==> src/hdl/tremor_band_rms_meter_assert.svh <==
// ----------------------------------------------------------------------------
// Tremor band RMS meter assertion macros
// Shorthand for the concurrent checks at the end of the top level.
// ----------------------------------------------------------------------------
`ifndef TREMOR_BAND_RMS_METER_ASSERT_SVH
`define TREMOR_BAND_RMS_METER_ASSERT_SVH

// The consequent must hold in the same cycle as the condition.
`define TBRM_ASSERT_NOW(label, cond, expr, msg) \
   label: assert property (@(posedge clock) disable iff (reset) (cond) |-> (expr)) \
      else $error(msg);

// The consequent must hold in the cycle after the condition.
`define TBRM_ASSERT_NEXT(label, cond, expr, msg) \
   label: assert property (@(posedge clock) disable iff (reset) (cond) |=> (expr)) \
      else $error(msg);

`endif

==> src/hdl/tbrm_pkg.sv <==
`timescale 1ns / 1ps
// ----------------------------------------------------------------------------
// Tremor band RMS meter package
// Shared widths, register map, fixed-point helpers and unit status type.
// ----------------------------------------------------------------------------
package tbrm_pkg;

   localparam int WINDOW_DEF = 50;

   localparam int AXIS_W  = 16;
   localparam int COEF_W  = 18;
   localparam int DATA_W  = 25;
   localparam int DELAY_W = 40;
   localparam int PROD_W  = 2 * DATA_W;
   localparam int ACC_W   = 50;
   localparam int SQ_W    = 49;
   localparam int MSQ_W   = 32;
   localparam int ROOT_W  = 50;
   localparam int ROOT_TOP_BIT = ROOT_W - 2;
   localparam int OUT_W   = 25;

   localparam logic signed [COEF_W-1:0] HP_B0_RST = 18'sd54860;
   localparam logic signed [COEF_W-1:0] HP_A1_RST = -18'sd107968;
   localparam logic signed [COEF_W-1:0] HP_A2_RST = 18'sd45934;
   localparam logic signed [COEF_W-1:0] LP_B0_RST = 18'sd5984;
   localparam logic signed [COEF_W-1:0] LP_A1_RST = -18'sd64383;
   localparam logic signed [COEF_W-1:0] LP_A2_RST = 18'sd22785;

   localparam logic signed [ACC_W-1:0] DATA_HI  = 50'sd16777215;
   localparam logic signed [ACC_W-1:0] DATA_LO  = -50'sd16777216;
   localparam logic signed [ACC_W-1:0] DELAY_HI = 50'sd549755813887;
   localparam logic signed [ACC_W-1:0] DELAY_LO = -50'sd549755813888;
   localparam logic signed [ACC_W-1:0] RND_DATA  = 50'sd32768;
   localparam logic signed [ACC_W-1:0] RND_DELAY = 50'sd128;

   typedef enum logic [2:0] {
      REG_HP_B0 = 3'd0,
      REG_HP_A1 = 3'd1,
      REG_HP_A2 = 3'd2,
      REG_LP_B0 = 3'd3,
      REG_LP_A1 = 3'd4,
      REG_LP_A2 = 3'd5
   } reg_index_type;

   typedef struct packed {
      logic busy;
      logic done;
   } unit_stat_type;

   // Round half up from Q.24 to Q.8 and clamp to the data range.
   function automatic logic signed [DATA_W-1:0] round_sat_data(
      input logic signed [ACC_W-1:0] acc);
      logic signed [ACC_W-1:0] r;
      r = (acc + RND_DATA) >>> 16;
      if (r > DATA_HI) r = DATA_HI;
      else if (r < DATA_LO) r = DATA_LO;
      return r[DATA_W-1:0];
   endfunction

   // Round half up from Q.24 to Q.16 and clamp to the delay range.
   function automatic logic signed [DELAY_W-1:0] round_sat_delay(
      input logic signed [ACC_W-1:0] acc);
      logic signed [ACC_W-1:0] r;
      r = (acc + RND_DELAY) >>> 8;
      if (r > DELAY_HI) r = DELAY_HI;
      else if (r < DELAY_LO) r = DELAY_LO;
      return r[DELAY_W-1:0];
   endfunction

endpackage

==> src/hdl/tbrm_mul.sv <==
`timescale 1ns / 1ps
// ----------------------------------------------------------------------------
// Tremor band RMS meter shared multiplier
// Signed 25 by 25 bit multiplier with a registered product.
// ----------------------------------------------------------------------------
module tbrm_mul (
   input  logic                                 clock,
   input  logic signed [tbrm_pkg::DATA_W-1:0]   op_a,
   input  logic signed [tbrm_pkg::DATA_W-1:0]   op_b,
   output logic signed [tbrm_pkg::PROD_W-1:0]   prod
);

   logic signed [tbrm_pkg::PROD_W-1:0] prod_ff;
   logic signed [tbrm_pkg::PROD_W-1:0] prod_in;

   assign prod_in = op_a * op_b;

   always_ff @(posedge clock) begin
      prod_ff <= prod_in;
   end

   assign prod = prod_ff;

endmodule

==> config.mk <==
export PLATFORM = sky130hd
export DESIGN_NAME = tbrm_mul
export DESIGN_NICKNAME = d
export VERILOG_FILES = /design/src/hdl/tremor_band_rms_meter_assert.svh /design/src/hdl/tbrm_pkg.sv /design/src/hdl/tbrm_mul.sv
export SDC_FILE = /design/constraint.sdc
export NUM_CORES = 2
export LEC_CHECK = 0
export BUFFER_PORTS_ARGS = -buffer_cell sky130_fd_sc_hd__buf_2
export CORE_ASPECT_RATIO = 0.5
export CORE_MARGIN = 5
export CORE_UTILIZATION = 35
export DETAILED_ROUTE_END_ITERATION = 8
export PLACE_DENSITY = 0.6
export SYNTH_ARGS = -nofsm -noshare
export SYNTH_HDL_FRONTEND = slang
export SYNTH_SLANG_ARGS = --single-unit
==> constraint.sdc <==
create_clock -name clock -period 7 [get_ports clock]
set_input_delay 0 -clock clock [delete_from_list [all_inputs] [get_ports clock]]
set_output_delay 0 -clock clock [all_outputs]
set_load 0.1 [all_outputs]
==> flow_metrics.py <==
metrics = {
    "placed_design": {
        "place_ws_ps": -147,
        "place_hpwl_mm": 53.7,
        "portBuffers": 100,
        "gp_congestion": 0.883,
        "dp_cells": 3574,
    },
    "outcome": {
        "status": "finished, final reports clean",
    },
    "timing": {
        "max_clock_freq_ghz": 0.148,
        "drv_slew": 0,
        "rsz0062_at_grt": "false",
        "postLayoutSetupSlackWorst_ps": 262,
        "fin_setup_tns_ps": 0,
        "fin_crit_sh_pct": 96.3,
        "min_period_ps": 6740,
        "holdWs_ps": 59.2,
        "tightest_slew_ps": 612,
        "final_hold_viol_count": 0,
        "relSlewSlack_pct": 59.0,
        "final-setup-viol-count": 0,
    },
    "global_route": {
        "grt_pass1_vias": 18400,
        "antenna_found_initial": 2,
        "grt_util_all_layers_pct": 16.8,
        "grt_first_pass_wirelength_mm": 100,
        "grt_max_degree": 27,
        "grt_overflow": 0,
    },
    "yosys": {
        "yosysMostFrequentCell": "inv_1",
        "synth_warnings": 0,
        "synth-simple-area-share_pct": 15.1,
        "synth-adder-area-share_pct": 61.6,
        "synth_area_leaders": "fa_1 (54%), inv_1 (11%), and2_1 (8.2%)",
        "synth_edf_count": 0,
        "synth_ff_type": "dfxtp_1",
        "synth.avg_cell_area_um2": 9.38,
        "synth-seq-cells": 50,
        "synth.area.mux_share_pct": 0.0464,
        "synth_xor_xnor_area_share_pct": 2.06,
        "ys_seq_area_share_pct": 4.13,
        "synth_area_leader_cell": "fa_1",
        "synth_compound_area_share_pct": 4.53,
        "syn_inst": 2584,
        "yosys-top-cells-count": "inv_1 (704), fa_1 (658), and2_1 (319)",
        "synth_top_area_share_pct": 54.3,
        "synth.net_count": 3434,
        "synth_area_mm2": 0.0242,
        "ys_async_sr_fraction_pct": 0,
        "synth_top_family_by_area": "adder cells",
        "synthDistinctLibCells": 59,
    },
    "clock_network": {
        "cts.path.max_buffers": 2,
        "htree_levels": 2,
        "path_clk_slew_ps": 90,
        "clock-sinks": 50,
        "numCtsBuffers": 5,
        "clock-root-buffer": "clkbuf_16",
        "cts_tree": "yes",
    },
    "setup_path": {
        "worstPathArrival_ps": 6930,
        "crit_type": "in2reg",
        "cp-end-kind": "flop",
        "required_ps": 7190,
        "crit_path_max_incr_delay_ps": 530,
        "startpoint_type": "input port",
        "cp_top_family": "adder cells",
        "worst_path_most_repeated_cell": "fa_1",
        "crit_buf_inv": 7,
        "path_depth": 25,
        "slowest_stage": "fa_1",
        "cp_max_fo": 14,
    },
    "route": {
        "met3_length_mm": 3.00,
        "wl_per_cell_um": 16.9,
        "wirelength_mm": 60.4,
        "dr.max_layer_used": "met4",
        "wl_met1_mm": 25.4,
        "first_pass_iters": 7,
        "avgViaCountPerCell": 4.68,
        "vias": 16800,
        "drt-initial-drc-count": 873,
        "postRouteAntennaNets": 0,
        "wl_met2_mm": 30.8,
        "drcViolationCount": 0,
    },
    "layout": {
        "register_area_mm2": 0.00100,
        "largest_reg_flops": 50,
        "multiInputGateArea_mm2": 0.0202,
        "nNetsFinal": 3522,
        "drive_above_1_share_pct": 8.60,
        "fillCellCount": 6981,
        "area_growth_syn_to_layout_pct": 8.59,
        "final_cells": 3585,
    },
    "floorplanning": {
        "die_area_mm2": 0.0750,
        "core-area_mm2": 0.0688,
        "rows": 68,
        "die_x_um": 382,
        "top_level_ports": 101,
        "initial_core_util_pct": 35.2,
        "dieHeight_um": 196,
    },
    "hold_path": {
        "hp-class": "in2reg",
        "hold_depth": 2,
    },
    "flow_run": {
        "maxCapViolCount": 0,
    },
}
[cells in the final DEF, fill, tap and decap left out, types with 18 or more instances in the layout]
cell / count
buf_4: 88
buf_2: 100
a21o_1: 18
a21oi_1: 48
ha_1: 141
dfxtp_1: 50
and2_1: 319
nor2b_1: 19
nor2_1: 22
xor2_1: 19
fa_1: 657
nand2_1: 313
xnor2_1: 38
inv_1: 704
[through the flow]
stage          utilization (%)  instance area, um^2
3_3_place_gp              38.0                26200
3_5_place_dp              38.0                26200
5_1_grt                   38.2                26300
2_1_floorplan                -                24200
4_1_cts                   38.2                26300
6_report                  38.2                26300
[final cells by class]
cell class	count	area share [%]
multi-input combinational	1722	76.8
clock buffer	5	0.475
inverter	704	10.0
tap	910	4.32
clock inverter	3	0.0903
sequential	50	3.80
antenna	2	0.0190
timing repair buffer	189	4.49
[metal layers]
layer | vias up | GRT usage (%)
li1 | 7536 | -
met1 | 8839 | 22.2
met2 | 351 | 29.4
met3 | 52 | 2.64
met4 | 0 | 3.42
met5 | - | 0
[logic make-up (layout without fill, tap and decap cells)]
kind of cell	after synthesis	in the layout
compound gates	151	151
xor+xnor	57	57
fa+ha+maj	799	799
buf+inv	812	901
flops	50	50
mux	1	1
other cells	0	2
simple gates	714	714
[repair_timing]
| action | 4_1_cts | 5_1_grt |
|---|---|---|
| buffers inserted | 0 | 1 |
| gates resized for setup | 0 | 4 |
| hold buffers | 0 | 0 |
| setup endpoints to repair | 0 | 2 |
[worst paths after layout]
path    start  endpoint  slack [ps]
max   op_b[4]  prod[47]         260
min   op_b[0]   prod[0]          60
Power is not shown: default switching activity piles up to over one toggle a cycle in this logic, so the estimate is an artifact.
