**src/hdl/tremor_band_rms_meter_assert.svh**
```systemverilog
// ----------------------------------------------------------------------------
// Tremor band RMS meter assertion macros
// Shorthand for the concurrent checks at the end of the top level.
// ----------------------------------------------------------------------------
`ifndef TREMOR_BAND_RMS_METER_ASSERT_SVH
`define TREMOR_BAND_RMS_METER_ASSERT_SVH

// The consequent must hold in the same cycle as the condition.
`define TBRM_ASSERT_NOW(label, cond, expr, msg) \
   label: assert property (@(posedge clock) disable iff (reset) (cond) |-> (expr)) \
      else $error(msg);

// The consequent must hold in the cycle after the condition.
`define TBRM_ASSERT_NEXT(label, cond, expr, msg) \
   label: assert property (@(posedge clock) disable iff (reset) (cond) |=> (expr)) \
      else $error(msg);

`endif

```
**src/hdl/tbrm_pkg.sv**
```systemverilog
`timescale 1ns / 1ps
// ----------------------------------------------------------------------------
// Tremor band RMS meter package
// Shared widths, register map, fixed-point helpers and unit status type.
// ----------------------------------------------------------------------------
package tbrm_pkg;

   localparam int WINDOW_DEF = 50;

   localparam int AXIS_W  = 16;
   localparam int COEF_W  = 18;
   localparam int DATA_W  = 25;
   localparam int DELAY_W = 40;
   localparam int PROD_W  = 2 * DATA_W;
   localparam int ACC_W   = 50;
   localparam int SQ_W    = 49;
   localparam int MSQ_W   = 32;
   localparam int ROOT_W  = 50;
   localparam int ROOT_TOP_BIT = ROOT_W - 2;
   localparam int OUT_W   = 25;

   localparam logic signed [COEF_W-1:0] HP_B0_RST = 18'sd54860;
   localparam logic signed [COEF_W-1:0] HP_A1_RST = -18'sd107968;
   localparam logic signed [COEF_W-1:0] HP_A2_RST = 18'sd45934;
   localparam logic signed [COEF_W-1:0] LP_B0_RST = 18'sd5984;
   localparam logic signed [COEF_W-1:0] LP_A1_RST = -18'sd64383;
   localparam logic signed [COEF_W-1:0] LP_A2_RST = 18'sd22785;

   localparam logic signed [ACC_W-1:0] DATA_HI  = 50'sd16777215;
   localparam logic signed [ACC_W-1:0] DATA_LO  = -50'sd16777216;
   localparam logic signed [ACC_W-1:0] DELAY_HI = 50'sd549755813887;
   localparam logic signed [ACC_W-1:0] DELAY_LO = -50'sd549755813888;
   localparam logic signed [ACC_W-1:0] RND_DATA  = 50'sd32768;
   localparam logic signed [ACC_W-1:0] RND_DELAY = 50'sd128;

   typedef enum logic [2:0] {
      REG_HP_B0 = 3'd0,
      REG_HP_A1 = 3'd1,
      REG_HP_A2 = 3'd2,
      REG_LP_B0 = 3'd3,
      REG_LP_A1 = 3'd4,
      REG_LP_A2 = 3'd5
   } reg_index_type;

   typedef struct packed {
      logic busy;
      logic done;
   } unit_stat_type;

   // Round half up from Q.24 to Q.8 and clamp to the data range.
   function automatic logic signed [DATA_W-1:0] round_sat_data(
      input logic signed [ACC_W-1:0] acc);
      logic signed [ACC_W-1:0] r;
      r = (acc + RND_DATA) >>> 16;
      if (r > DATA_HI) r = DATA_HI;
      else if (r < DATA_LO) r = DATA_LO;
      return r[DATA_W-1:0];
   endfunction

   // Round half up from Q.24 to Q.16 and clamp to the delay range.
   function automatic logic signed [DELAY_W-1:0] round_sat_delay(
      input logic signed [ACC_W-1:0] acc);
      logic signed [ACC_W-1:0] r;
      r = (acc + RND_DELAY) >>> 8;
      if (r > DELAY_HI) r = DELAY_HI;
      else if (r < DELAY_LO) r = DELAY_LO;
      return r[DELAY_W-1:0];
   endfunction

endpackage

```
**src/hdl/tbrm_isqrt.sv**
```systemverilog
`timescale 1ns / 1ps
// ----------------------------------------------------------------------------
// Tremor band RMS meter integer square root
// Bit-pair restoring square root, truncated, one result bit per cycle.
// ----------------------------------------------------------------------------
module tbrm_isqrt (
   input  logic                              clock,
   input  logic                              reset,
   input  logic                              start,
   input  logic [tbrm_pkg::ROOT_W-1:0]       operand,
   output logic [tbrm_pkg::OUT_W-1:0]        root,
   output tbrm_pkg::unit_stat_type           stat
);

   localparam int W = tbrm_pkg::ROOT_W;

   logic [W-1:0] rem_ff, rem_in;
   logic [W-1:0] res_ff, res_in;
   logic [W-1:0] bit_ff, bit_in;
   logic         busy_ff, busy_in;
   logic         done_ff, done_in;
   logic [W-1:0] trial;

   always_comb begin
      trial   = res_ff + bit_ff;
      rem_in  = rem_ff;
      res_in  = res_ff;
      bit_in  = bit_ff;
      busy_in = busy_ff;
      done_in = 1'b0;
      if (start) begin
         rem_in  = operand;
         res_in  = '0;
         bit_in  = W'(1) << tbrm_pkg::ROOT_TOP_BIT;
         busy_in = 1'b1;
      end else if (busy_ff) begin
         if (rem_ff >= trial) begin
            rem_in = rem_ff - trial;
            res_in = (res_ff >> 1) + bit_ff;
         end else begin
            res_in = res_ff >> 1;
         end
         bit_in = bit_ff >> 2;
         if (bit_ff[0]) begin
            busy_in = 1'b0;
            done_in = 1'b1;
         end
      end
   end

   always_ff @(posedge clock) begin
      rem_ff <= rem_in;
      res_ff <= res_in;
      bit_ff <= bit_in;
      if (reset) begin
         busy_ff <= 1'b0;
         done_ff <= 1'b0;
      end else begin
         busy_ff <= busy_in;
         done_ff <= done_in;
      end
   end

   assign root      = res_ff[tbrm_pkg::OUT_W-1:0];
   assign stat.busy = busy_ff;
   assign stat.done = done_ff;

endmodule

```
**config.mk**
```make
export PLATFORM = sky130hd
export DESIGN_NAME = tbrm_isqrt
export DESIGN_NICKNAME = d
export VERILOG_FILES = /design/src/hdl/tremor_band_rms_meter_assert.svh /design/src/hdl/tbrm_pkg.sv /design/src/hdl/tbrm_isqrt.sv
export SDC_FILE = /design/constraint.sdc
export NUM_CORES = 1
export LEC_CHECK = 0
export BUFFER_PORTS_ARGS = -buffer_cell sky130_fd_sc_hd__clkbuf_2
export CAP_MARGIN = 20
export CORE_ASPECT_RATIO = 0.8
export CORE_MARGIN = 8
export CORE_UTILIZATION = 65
export CTS_CLUSTER_SIZE = 16
export DETAILED_ROUTE_END_ITERATION = 8
export PLACE_DENSITY_LB_ADDON = 0.12
export SLEW_MARGIN = 25
export SYNTH_ARGS = -nofsm -noshare
export SYNTH_HDL_FRONTEND = slang
export SYNTH_SLANG_ARGS = --single-unit
```
**constraint.sdc**
```tcl
create_clock -name clock -period 15.64 [get_ports clock]
set_input_delay 2.346 -clock clock [delete_from_list [all_inputs] [get_ports clock]]
set_output_delay 2.346 -clock clock [all_outputs]
set_load 0.01 [all_outputs]
```
==> results by group, run 1 <==
Routing
  • Final ANT Viol Nets: 0
  • Detail-routed via count per cell: 6.46
  • 1st-iter DRT viols: 1008
  • TritonRoute pass-1 iters: 6
  • Average wire per standard cell: 18.8 microns
  • Post-route DRC violation count: 0
  • WL final: 32.4 mm
  • Vias after detailed routing: 11100

GRT
  • Tot GR Track Use: 0.279
  • Total global routing overflow: 0
  • Largest net degree at the start of global routing: 75
  • Vias in the first global route: 10000
  • Global-route wire length before repair: 52.2 mm
  • Initial antenna violation count: 0

Cells and area
  • Antenna diodes: 0
  • Proportion of layout cells with a drive suffix above 1: 0.116
  • # fillers: 1521
  • Seq. cell area: 3050 sq um
  • Nets@finish: 1635
  • Layout Cells excl Fill: 1722
  • Fin util: 0.700
  • Area grow syn2layout: 6.38%
  • Multi-input gate area: 8150 sq um
  • Final Instance Area: 12600 sq um

Timing
  • Max Freq: 161 MHz
  • Fin worst setup slack: 9.42 ns
  • Worst Tran Pin Value: 1.08 ns
  • Tcrit/Tclk final: 0.398
  • Final hold vios: 0
  • Relative slew slack: 0.273
  • Final Setup Violations: 0
  • Hold WS: 0.506 ns
  • Worst Clk Skew: 0.0123 ns
  • RSZ-0062 raised after global routing: false
  • Count of pins over their slew limit: 0
  • Minimum clock period: 6.22 ns
  • Setup TNS: 0 ns

Synthesis
  • Top-count cell post-synth: nor2_1
  • Number of synthesized register bits: 127
  • Synth top cells by count: nor2_1 (176), nand2_1 (159), ha_1 (102)
  • Synth unique cells: 88
  • Syn nets: 1641
  • Synth top area share: 0.130
  • Yosys Warn Count: 0
  • Top cells by area, synth: dfxtp_1 (13%), edfxtp_1 (13%), ha_1 (11%), nor2_1 (5.6%), nand2_1 (5.0%)
  • Most used flip-flop cell after synthesis: dfxtp_1
  • Async S/R FF share, synth: 0
  • Sequential area share after synthesis: 0.256
  • EDFF count, synth: 50
  • Mapped cell area: 11900 sq um
  • Cell taking the most area after synthesis: dfxtp_1
  • Synthesized instance count: 1485
  • Syn Area/Cell: 8.01 sq um

Worst hold path
  • Min-delay src: bit_ff[0]$_SDFFE_PP0P_
  • Hold Path Cell Cnt: 2
  • Hold endpoint: done_ff$_SDFF_PP0_
  • Hold WC Path Type: flip-flop to flip-flop

Worst setup path
  • Worst-path fanout max: 68
  • Setup crit start kind: flip-flop
  • Critical path type: flip-flop to flip-flop
  • Worst Setup End Kind: flip-flop
  • FF-to-FF path depth: 22
  • Reg-to-reg critical path startpoint: res_ff[0]$_SDFFE_PP0P_
  • Data required time of the worst path: 15.70 ns
  • Worst R2R End: rem_ff[37]$_DFFE_PP_
  • Flop-to-flop setup slack: 9.42 ns
  • Arrival @ worst endpoint: 6.28 ns

Clock network
  • Resized cells post-CTS: 0
  • CTS root buffer: clkbuf_16
  • Sink Count: 127
  • Post-CTS Hold Buffers: 0
  • Setup Fix Bufs, Post-CTS: 0
  • TritonCTS clock tree: done
  • Worst-path clk slew: 0.07 ns
  • H-tree depth: 4
  • Clock Latency Late Sink: 0.44 ns
  • Max clock buf depth: 2
  • Cts bufs inserted: 17

Placement
  • Port Buffers: 79
  • GP Congestion: 0.954
  • Pre-CTS setup slack: 9.54 ns
  • Cells after DPL: 1690
  • Post-DP HPWL: 24.4 mm
  • Dpl cell area: 12100 sq um

Run status
  • Status: finished, final reports clean

Pwr
  • Pwr dens: 164 nW/um^2
  • Total power: 2.08 mW
  • Lkg Pwr: 5.05 nW
  • Max rail drop VDD: 0.000133 V

Die
  • Initial Util: 0.658
  • Total core area: 18100 sq um
  • Num ports: 80
  • Die width: 167 microns
  • Die Footprint: 22900 sq um
  • Row count: 44
  • DIE HEIGHT: 137 microns

Run
  • Maximum Capacitance Violations: 0
[flip-flops by register name (all words and copies together) (netlist names)]
| name | count |
|---|---|
| bit_ff | 25 |
| done_ff | 1 |
| rem_ff | 50 |
| res_ff | 50 |
| busy_ff | 1 |
[critical path, cell delays in order, from the launching register on]
cell and delay [ns]:
dfxtp_1 0.33, ha_1 0.21, ha_1 0.21, a21o_1 0.20
a31o_2 0.27, a22oi_1 0.48, o211ai_1 0.20, nor2_1 0.20
o21ai_1 0.17, o311ai_1 0.43, a21oi_1 0.12, o21ai_0 0.21
xor2_1 0.10, ha_1 0.42, and2_1 0.21, and3_1 0.23
and3_1 0.17, a41o_1 0.17, nor3_1 0.08, a21o_2 0.21
buf_4 0.33, o21ai_4 0.21, buf_4 0.59
[per-layer routing]
layer | routed length, microns | track usage | share of wire
met4 | 560 | 0.0767 | 0.017
met2 | 13100 | 0.402 | 0.41
met3 | 3150 | 0.0680 | 0.097
met1 | 15600 | 0.406 | 0.48
met5 | 0 | 0 | 0
[cells by family (layout without fill, tap and decap cells)]
logic type      count (synthesis)  count (layout)  share of synthesized area
fa+ha+maj                     103             103                      0.109
simple gates                  492             492                      0.184
mux                            41              41                     0.0348
flops                         127             127                      0.256
buf+inv                       144             151                     0.0596
xor+xnor                      113             113                     0.0833
compound gates                465             465                      0.273
[power breakdown]
part | total, mW | switching (mW) | internal (mW) | leakage [nW]
clock network | 0.405 | 0.169 | 0.236 | 0.289
logic | 1.15 | 0.709 | 0.440 | 3.63
registers | 0.525 | 0.0747 | 0.450 | 1.13
[cells in the final DEF, fill, tap and decap left out, types with 5 or more instances in the layout]
cell type | synthesis | final
o21bai_1 | 18 | 18
or2_2 | 5 | 5
o21ai_2 | 6 | 6
clkbuf_2 | 1 | 78
o211ai_1 | 9 | 9
or3_1 | 11 | 11
nand2b_1 | 9 | 9
edfxtp_1 | 50 | 50
o31ai_1 | 13 | 13
a211oi_1 | 29 | 29
a31o_2 | 13 | 13
nand2_1 | 159 | 159
clkbuf_16 | 0 | 18
nor2b_1 | 16 | 16
inv_1 | 32 | 32
and2_1 | 11 | 11
o21ai_1 | 17 | 17
xor2_1 | 59 | 59
o21ai_0 | 87 | 86
mux2i_1 | 38 | 38
nor2_1 | 176 | 176
a311oi_1 | 10 | 10
nand4_1 | 22 | 22
and3_1 | 14 | 14
ha_1 | 102 | 102
nor3_1 | 22 | 22
nand3_1 | 33 | 33
xnor2_1 | 54 | 54
dfxtp_1 | 77 | 76
a21oi_1 | 81 | 81
o311a_1 | 9 | 9
a21o_1 | 33 | 33
buf_4 | 32 | 8
a41oi_1 | 5 | 5
a31oi_1 | 48 | 48
a21boi_0 | 5 | 5
o21a_1 | 12 | 12
[layout make-up]
class | instances | area share
multi-input cells | 1214 | 0.644
flip-flops and latches | 127 | 0.241
well taps | 230 | 0.0228
inverters | 33 | 0.00980
repair buffers | 86 | 0.0356
clock buffers | 20 | 0.0370
clock inverters | 12 | 0.00960
[worst max-delay path by stage]
| stage | startpoint | to | slack (ns) | cells past startpoint |
|---|---|---|---|---|
| 3_3_place_gp | bit_ff[0]$_SDFFE_PP0P_ | rem_ff[45]$_DFFE_PP_ | 9.63 | 21 |
| 2_1_floorplan | res_ff[2]$_SDFFE_PP0P_ | rem_ff[0]$_DFFE_PP_ | 7.25 | 22 |
| 3_5_place_dp | res_ff[0]$_SDFFE_PP0P_ | rem_ff[47]$_DFFE_PP_ | 9.54 | 22 |
| 4_1_cts | res_ff[0]$_SDFFE_PP0P_ | rem_ff[28]$_DFFE_PP_ | 9.51 | 22 |
| 5_1_grt | res_ff[2]$_SDFFE_PP0P_ | rem_ff[27]$_DFFE_PP_ | 9.09 | 21 |
| 6_report | res_ff[0]$_SDFFE_PP0P_ | rem_ff[37]$_DFFE_PP_ | 9.42 | 22 |
No activity file was read; power rests on OpenSTA's default activity.
==> run 2, diff against run 1 <==
--- a/config.mk
+++ b/config.mk
@@ -9,7 +9,7 @@
 export CAP_MARGIN = 20
 export CORE_ASPECT_RATIO = 0.8
 export CORE_MARGIN = 8
-export CORE_UTILIZATION = 65
+export CORE_UTILIZATION = 57
 export CTS_CLUSTER_SIZE = 16
 export DETAILED_ROUTE_END_ITERATION = 8
 export PLACE_DENSITY_LB_ADDON = 0.12
==> constraint.sdc (replaced) <==
create_clock -name clock -period 5.3 [get_ports clock]
set_input_delay 0.795 -clock clock [delete_from_list [all_inputs] [get_ports clock]]
set_output_delay 0.795 -clock clock [all_outputs]
set_load 0.01 [all_outputs]
==> results by group, run 2 (same netlist as run 1, synthesis figures left out) <==
Run status
  • Status: finished, final reports clean

GRT
  • Total global routing overflow: 0 (unchanged)
  • Tot GR Track Use: 0.255 (-0.0240)
  • Largest net degree at the start of global routing: 102 (+36%)
  • Vias in the first global route: 10100 (+0.40%)
  • Initial antenna violation count: 0 (unchanged)
  • Global-route wire length before repair: 53.9 mm (+3.1%)

Timing
  • Tcrit/Tclk final: 0.959 (+0.562)
  • Relative slew slack: 0.343 (+0.0694)
  • Fin worst setup slack: 0.217 ns (-9.21 ns)
  • Minimum clock period: 5.08 ns (-1.13 ns)
  • Final Setup Violations: 0 (unchanged)
  • Final hold vios: 0 (unchanged)
  • Worst Clk Skew: 0.0121 ns (-0.000186 ns)
  • Worst Tran Pin Value: 0.978 ns (-0.103 ns)
  • Max Freq: 197 MHz (+22%)
  • Count of pins over their slew limit: 0 (unchanged)
  • Hold WS: 0.512 ns (+0.00600 ns)

Routing
  • WL final: 34.6 mm (+6.8%)
  • Post-route DRC violation count: 0 (unchanged)
  • Average wire per standard cell: 19.2 microns (+2.2%)
  • TritonRoute pass-1 iters: 5 (-1)
  • Detail-routed via count per cell: 6.27 (-3.0%)
  • Final ANT Viol Nets: 0 (unchanged)
  • 1st-iter DRT viols: 1155 (+15%)
  • Vias after detailed routing: 11300 (+1.4%)

Cells and area
  • Proportion of layout cells with a drive suffix above 1: 0.167 (+0.0506)
  • Area grow syn2layout: 12.5%
  • Antenna diodes: 0 (unchanged)
  • Largest regs: rem_ff: 50 flops, res_ff: 50 flops, bit_ff: 25 flops
  • # fillers: 1800 (+18%)
  • Layout Cells excl Fill: 1800 (+4.5%)
  • Multi-input gate area: 8460 sq um (+3.9%)
  • Most frequent cells in the layout: nor2_1 (175), nand2_1 (158), ha_1 (89), a21oi_1 (79)
  • Nets@finish: 1674 (+2.4%)
  • Fin util: 0.650 (-0.0505)
  • Most common cell after layout, fill and taps aside: nor2_1
  • Final Instance Area: 13400 sq um (+5.8%)
  • Seq. cell area: 3050 sq um (+0.25%)

Die
  • Initial Util: 0.578 (-0.0808)
  • Total core area: 20600 sq um (+14%)
  • Row count: 47 (+6.8%)
  • Die Footprint: 25800 sq um (+12%)
  • DIE HEIGHT: 145 microns (+6.0%)
  • Num ports: 80 (unchanged)
  • Die width: 177 microns (+6.1%)

Clock network
  • Max clock buf depth: 2 (unchanged)
  • TritonCTS clock tree: done
  • Worst-path clk slew: 0.06 ns (about the same)
  • Clock Latency Late Sink: 0.43 ns (about the same)
  • CTS root buffer: clkbuf_16
  • Cts bufs inserted: 17 (unchanged)
  • Sink Count: 127 (unchanged)
  • H-tree depth: 4 (unchanged)

Worst setup path
  • Setup crit start kind: flip-flop
  • Worst Setup End Kind: flip-flop
  • Worst-path fanout max: 18 (-74%)
  • Data required time of the worst path: 5.63 ns (-10.07 ns)
  • Critical path type: flip-flop to flip-flop
  • Arrival @ worst endpoint: 5.42 ns (-0.86 ns)

Pwr
  • Max rail drop VDD: 0.000292 V (+120%)
  • Lkg Pwr: 5.27 nW (+4.3%)
  • Pwr dens: 484 nW/um^2 (+190%)

Worst hold path
  • Hold WC Path Type: flip-flop to flip-flop

Placement
  • GP Congestion: 0.927 (-2.9%)
  • Post-DP HPWL: 25.4 mm (+4.0%)
  • Dpl cell area: 12500 sq um (+3.9%)
  • Cells after DPL: 1760 (+4.1%)
  • Port Buffers: 79 (unchanged)
  • Pre-CTS setup slack: 0.0978 ns (-9.45 ns)

Run
  • Maximum Capacitance Violations: 0 (unchanged)
[run 2: cell count changes in the layout (fill, tap and decap cells not counted), moves of 4 or more]
cell / before / now
o21ai_1: 17 / 23
dfxtp_1: 76 / 72
a31oi_4: 0 / 4
ha_4: 0 / 6
ha_2: 0 / 7
a31oi_1: 48 / 43
buf_4: 8 / 41
buf_12: 0 / 4
o21ai_0: 86 / 78
ha_1: 102 / 89
[run 2: report_power, final]
part / internal, mW / switching (mW) / total [mW]
sequential: 1.33 / 0.173 / 1.50
combinational: 1.55 / 2.22 / 3.78
clock: 0.705 / 0.492 / 1.20
[run 2: worst paths after layout]
path	endpoint	slack, ns	startpoint	cells after the start
worst max-delay path	res_ff[3]$_SDFFE_PP0P_	0.22	res_ff[0]$_SDFFE_PP0P_	22
worst min-delay path	res_ff[0]$_SDFFE_PP0P_	0.51	res_ff[0]$_SDFFE_PP0P_	2
worst max register to register	res_ff[3]$_SDFFE_PP0P_	0.22	res_ff[0]$_SDFFE_PP0P_	22
worst min register to register	res_ff[0]$_SDFFE_PP0P_	0.51	res_ff[0]$_SDFFE_PP0P_	2
[run 2: metrics by stage]
stage,setup TNS [ns],total power [mW]
detailed placement,0,5.02
CTS,0,6.24
finish,0,6.48
floorplan,0,4.21
global placement,0,5.01
global route,-0.0320,6.89
[run 2: metal layers]
layer | track usage | wire length (microns)
met1 | 0.390 | 17300
met2 | 0.359 | 14200
met3 | 0.0418 | 2520
met4 | 0.0678 | 542
met5 | 0 | 0
[run 2: final cells by class]
| type | instances | area share |
|---|---|---|
| Clock inverter | 11 | 0.00758 |
| Tap cell | 269 | 0.0252 |
| Inverter | 33 | 0.00926 |
| Clock buffer | 21 | 0.0361 |
| Sequential cell | 127 | 0.228 |
| Multi-Input combinational cell | 1214 | 0.633 |
| Timing Repair Buffer | 125 | 0.0609 |
[run 2: critical path: stages (launching register included)]
cell and delay (ns):
dfxtp_1 0.33, ha_2 0.21, ha_1 0.20, a21o_1 0.19, a31o_2 0.27, a22oi_2 0.26, o211ai_1 0.19, nor2_2 0.22
o21ai_4 0.12, o31ai_4 0.23, nor2_1 0.08, xnor2_1 0.34, ha_1 0.27, and3_4 0.22, and2_4 0.16, and2_1 0.16
and3_1 0.17, a41o_1 0.24, nor3_4 0.06, a21o_4 0.27, clkbuf_16 0.19, or3_1 0.34, a311oi_1 0.26
[run 2: repair_timing]
action | CTS | global route
gates resized for setup | 0 | 40
hold buffers | 0 | 0
endpoints found under the setup margin | 0 | 102
setup buffers | 0 | 7
hold endpoints to repair | 0 | 0
==> run 3, diff against run 2 <==
--- a/config.mk
+++ b/config.mk
@@ -12,6 +12,7 @@
 export CORE_UTILIZATION = 57
 export CTS_CLUSTER_SIZE = 16
 export DETAILED_ROUTE_END_ITERATION = 8
+export MAX_ROUTING_LAYER = met4
 export PLACE_DENSITY_LB_ADDON = 0.12
 export SLEW_MARGIN = 25
 export SYNTH_ARGS = -nofsm -noshare
==> results by group, run 3 (same netlist as run 1, synthesis figures left out) <==
Routing
  • Final ANT Viol Nets: 0 (unchanged)
  • Detail-routed via count per cell: 6.31 (+0.78%)
  • TritonRoute pass-1 iters: 6 (+1)
  • Vias after detailed routing: 11400 (+1.3%)
  • 1st-iter DRT viols: 1268 (+9.8%)
  • Average wire per standard cell: 19.6 microns (+2.1%)
  • Post-route DRC violation count: 0 (unchanged)
  • WL final: 35.5 mm (+2.6%)

Worst setup path
  • Critical-path cell list: ha_4 > a31oi_4 > o21ba_4 > o21bai_4 > a211o_4 > a31oi_4 > o41a_1 > o21ai_4 > a21oi_4 > xor2_2 > ha_2 > a21o_1 > a21o_1 > a21oi_1 > o21ai_0 > a221o_1 > nor3_4 > a21o_4 > clkbuf_16 > nand2_1 > o21a_1 > a221oi_2
  • Data required time of the worst path: 5.65 ns (+0.02 ns)
  • Arrival @ worst endpoint: 5.48 ns (+0.06 ns)
  • CP top delay family: compound AO/OA/AOI/OAI gates
  • Slowest CP cell: o41a_1
  • Setup crit start kind: flip-flop
  • Crit-path max cell delay: 0.45 ns (+0.11 ns)
  • Worst-path fanout max: 17 (-1)
  • Crit path buf inv count: 1 (unchanged)
  • Worst Setup End Kind: flip-flop
  • Critical path type: flip-flop to flip-flop

Placement
  • GP Congestion: 0.923 (-0.46%)
  • Post-DP HPWL: 25.6 mm (+1.0%)
  • Port Buffers: 79 (unchanged)

Die
  • DIE HEIGHT: 145 microns (unchanged)
  • Total core area: 20600 sq um (unchanged)
  • Row count: 47 (unchanged)
  • Die width: 177 microns (unchanged)
  • Initial Util: 0.578 (unchanged)
  • Num ports: 80 (unchanged)
  • Die Footprint: 25800 sq um (unchanged)

Pwr
  • Max rail drop VDD: 0.000318 V (+9.0%)
  • Pwr dens: 497 nW/um^2 (+2.6%)
  • Lkg Pwr: 5.33 nW (+1.2%)

Worst hold path
  • Hold WC Path Type: input port to flip-flop

Timing
  • RSZ-0062 raised after global routing: true
  • Final hold vios: 0 (unchanged)
  • Count of pins over their slew limit: 0 (unchanged)
  • Setup TNS: 0 ns (unchanged)
  • Minimum clock period: 5.13 ns (+0.0438 ns)
  • Final Setup Violations: 0 (unchanged)
  • Worst Tran Pin Value: 0.935 ns (-0.0430 ns)
  • Relative slew slack: 0.372 (+0.0289)
  • Tcrit/Tclk final: 0.967 (+0.00826)
  • Max Freq: 195 MHz (-0.85%)
  • Worst Clk Skew: 0.0140 ns (+0.00184 ns)

GRT
  • Tot GR Track Use: 0.267 (+0.0120)
  • Largest net degree at the start of global routing: 82 (-20%)
  • Total global routing overflow: 0 (unchanged)
  • Global-route wire length before repair: 55.0 mm (+2.0%)
  • Initial antenna violation count: 0 (unchanged)
  • Vias in the first global route: 10300 (+2.0%)

Cells and area
  • Nets@finish: 1683 (+0.54%)
  • Proportion of layout cells with a drive suffix above 1: 0.177 (+0.0107)
  • Most frequent cells in the layout: nor2_1 (175), nand2_1 (159), ha_1 (85), o21ai_0 (82), a21oi_1 (79)
  • Antenna diodes: 0 (unchanged)
  • Area grow syn2layout: 13.8%
  • Most common cell after layout, fill and taps aside: nor2_1
  • Largest regs: rem_ff: 50 flops, res_ff: 50 flops, bit_ff: 25 flops
  • Fin util: 0.657 (+0.00748)

Clock network
  • CTS root buffer: clkbuf_16
  • Clock Latency Late Sink: 0.45 ns (+0.02 ns)
  • H-tree depth: 4 (unchanged)
  • Post-CTS Hold Buffers: 0 (unchanged)
  • TritonCTS clock tree: done
  • Worst-path clk slew: 0.06 ns (about the same)
  • Max clock buf depth: 2 (unchanged)
  • Sink Count: 127 (unchanged)
  • Cts bufs inserted: 17 (unchanged)

Run
  • Maximum Capacitance Violations: 0 (unchanged)

Run status
  • Status: finished, final reports clean
run 3: worst reg2reg max path: stages, from the launching register on:
cell	delay, ns
dfxtp_4	0.37
ha_4	0.29
a31oi_4	0.10
o21ba_4	0.26
o21bai_4	0.16
a211o_4	0.20
a31oi_4	0.11
o41a_1	0.45
o21ai_4	0.30
a21oi_4	0.11
xor2_2	0.20
ha_2	0.36
a21o_1	0.17
a21o_1	0.16
a21oi_1	0.14
o21ai_0	0.11
a221o_1	0.37
nor3_4	0.23
a21o_4	0.27
clkbuf_16	0.23
nand2_1	0.07
o21a_1	0.13
a221oi_2	0.25
run 3: layout make-up:
class / count / area [sq um]
clock buffer: 17 / 425
clock inverter: 15 / 173
fill: 1759 / 7050
inverter: 33 / 124
multi-input combinational: 1214 / 8490
sequential: 127 / 3060
tap: 269 / 337
timing repair buffer: 134 / 913
run 3: layer usage:
layer	global-route usage	wire, microns	vias up
li1	-	-	5545
met1	0.397	17100	5366
met2	0.362	14700	472
met3	0.0519	3140	39
met4	0.0649	484	0
met5	-	0	-
run 3: per-stage QoR:
step                      setup WS (ns)  instances  hold WS [ns]  total power [mW]  instance area [sq um]
after floorplan                 0.00358       1485         0.471              4.21                  12000
after global placement            0.109       1760         0.495              5.01                  12500
after detailed placement         0.0401       1760         0.519              5.05                  12500
after CTS                        0.0632       1792         0.520              6.32                  13100
after global routing            -0.0486       1809         0.522              7.13                  13500
final                             0.173       1809         0.521              6.72                  13500
run 3: final timing paths:
path                             end                   start  slack [ns]  cells after the start
max          res_ff[30]$_SDFFE_PP0P_  res_ff[2]$_SDFFE_PP0P_        0.17                     22
max reg2reg  res_ff[30]$_SDFFE_PP0P_  res_ff[2]$_SDFFE_PP0P_        0.17                     22
min reg2reg       done_ff$_SDFF_PP0_  bit_ff[0]$_SDFFE_PP0P_        0.52                      2
min               busy_ff$_SDFF_PP0_                   reset        0.52                      2
run 3: timing repair:
action | 4_1_cts | 5_1_grt
cloned | 0 | 3
setup buffers | 0 | 14
endpoints found under the setup margin | 1 | 97
pin swaps | 0 | 23
resized for setup | 1 | 45
run 3: power by group:
part           leakage, nW  internal [mW]  total (mW)  switching, mW
Combinational         3.90           1.66        3.95           2.28
Sequential            1.14           1.33        1.52          0.189
Clock                0.299          0.710        1.26          0.547
Total                 5.33           3.70        6.72           3.02
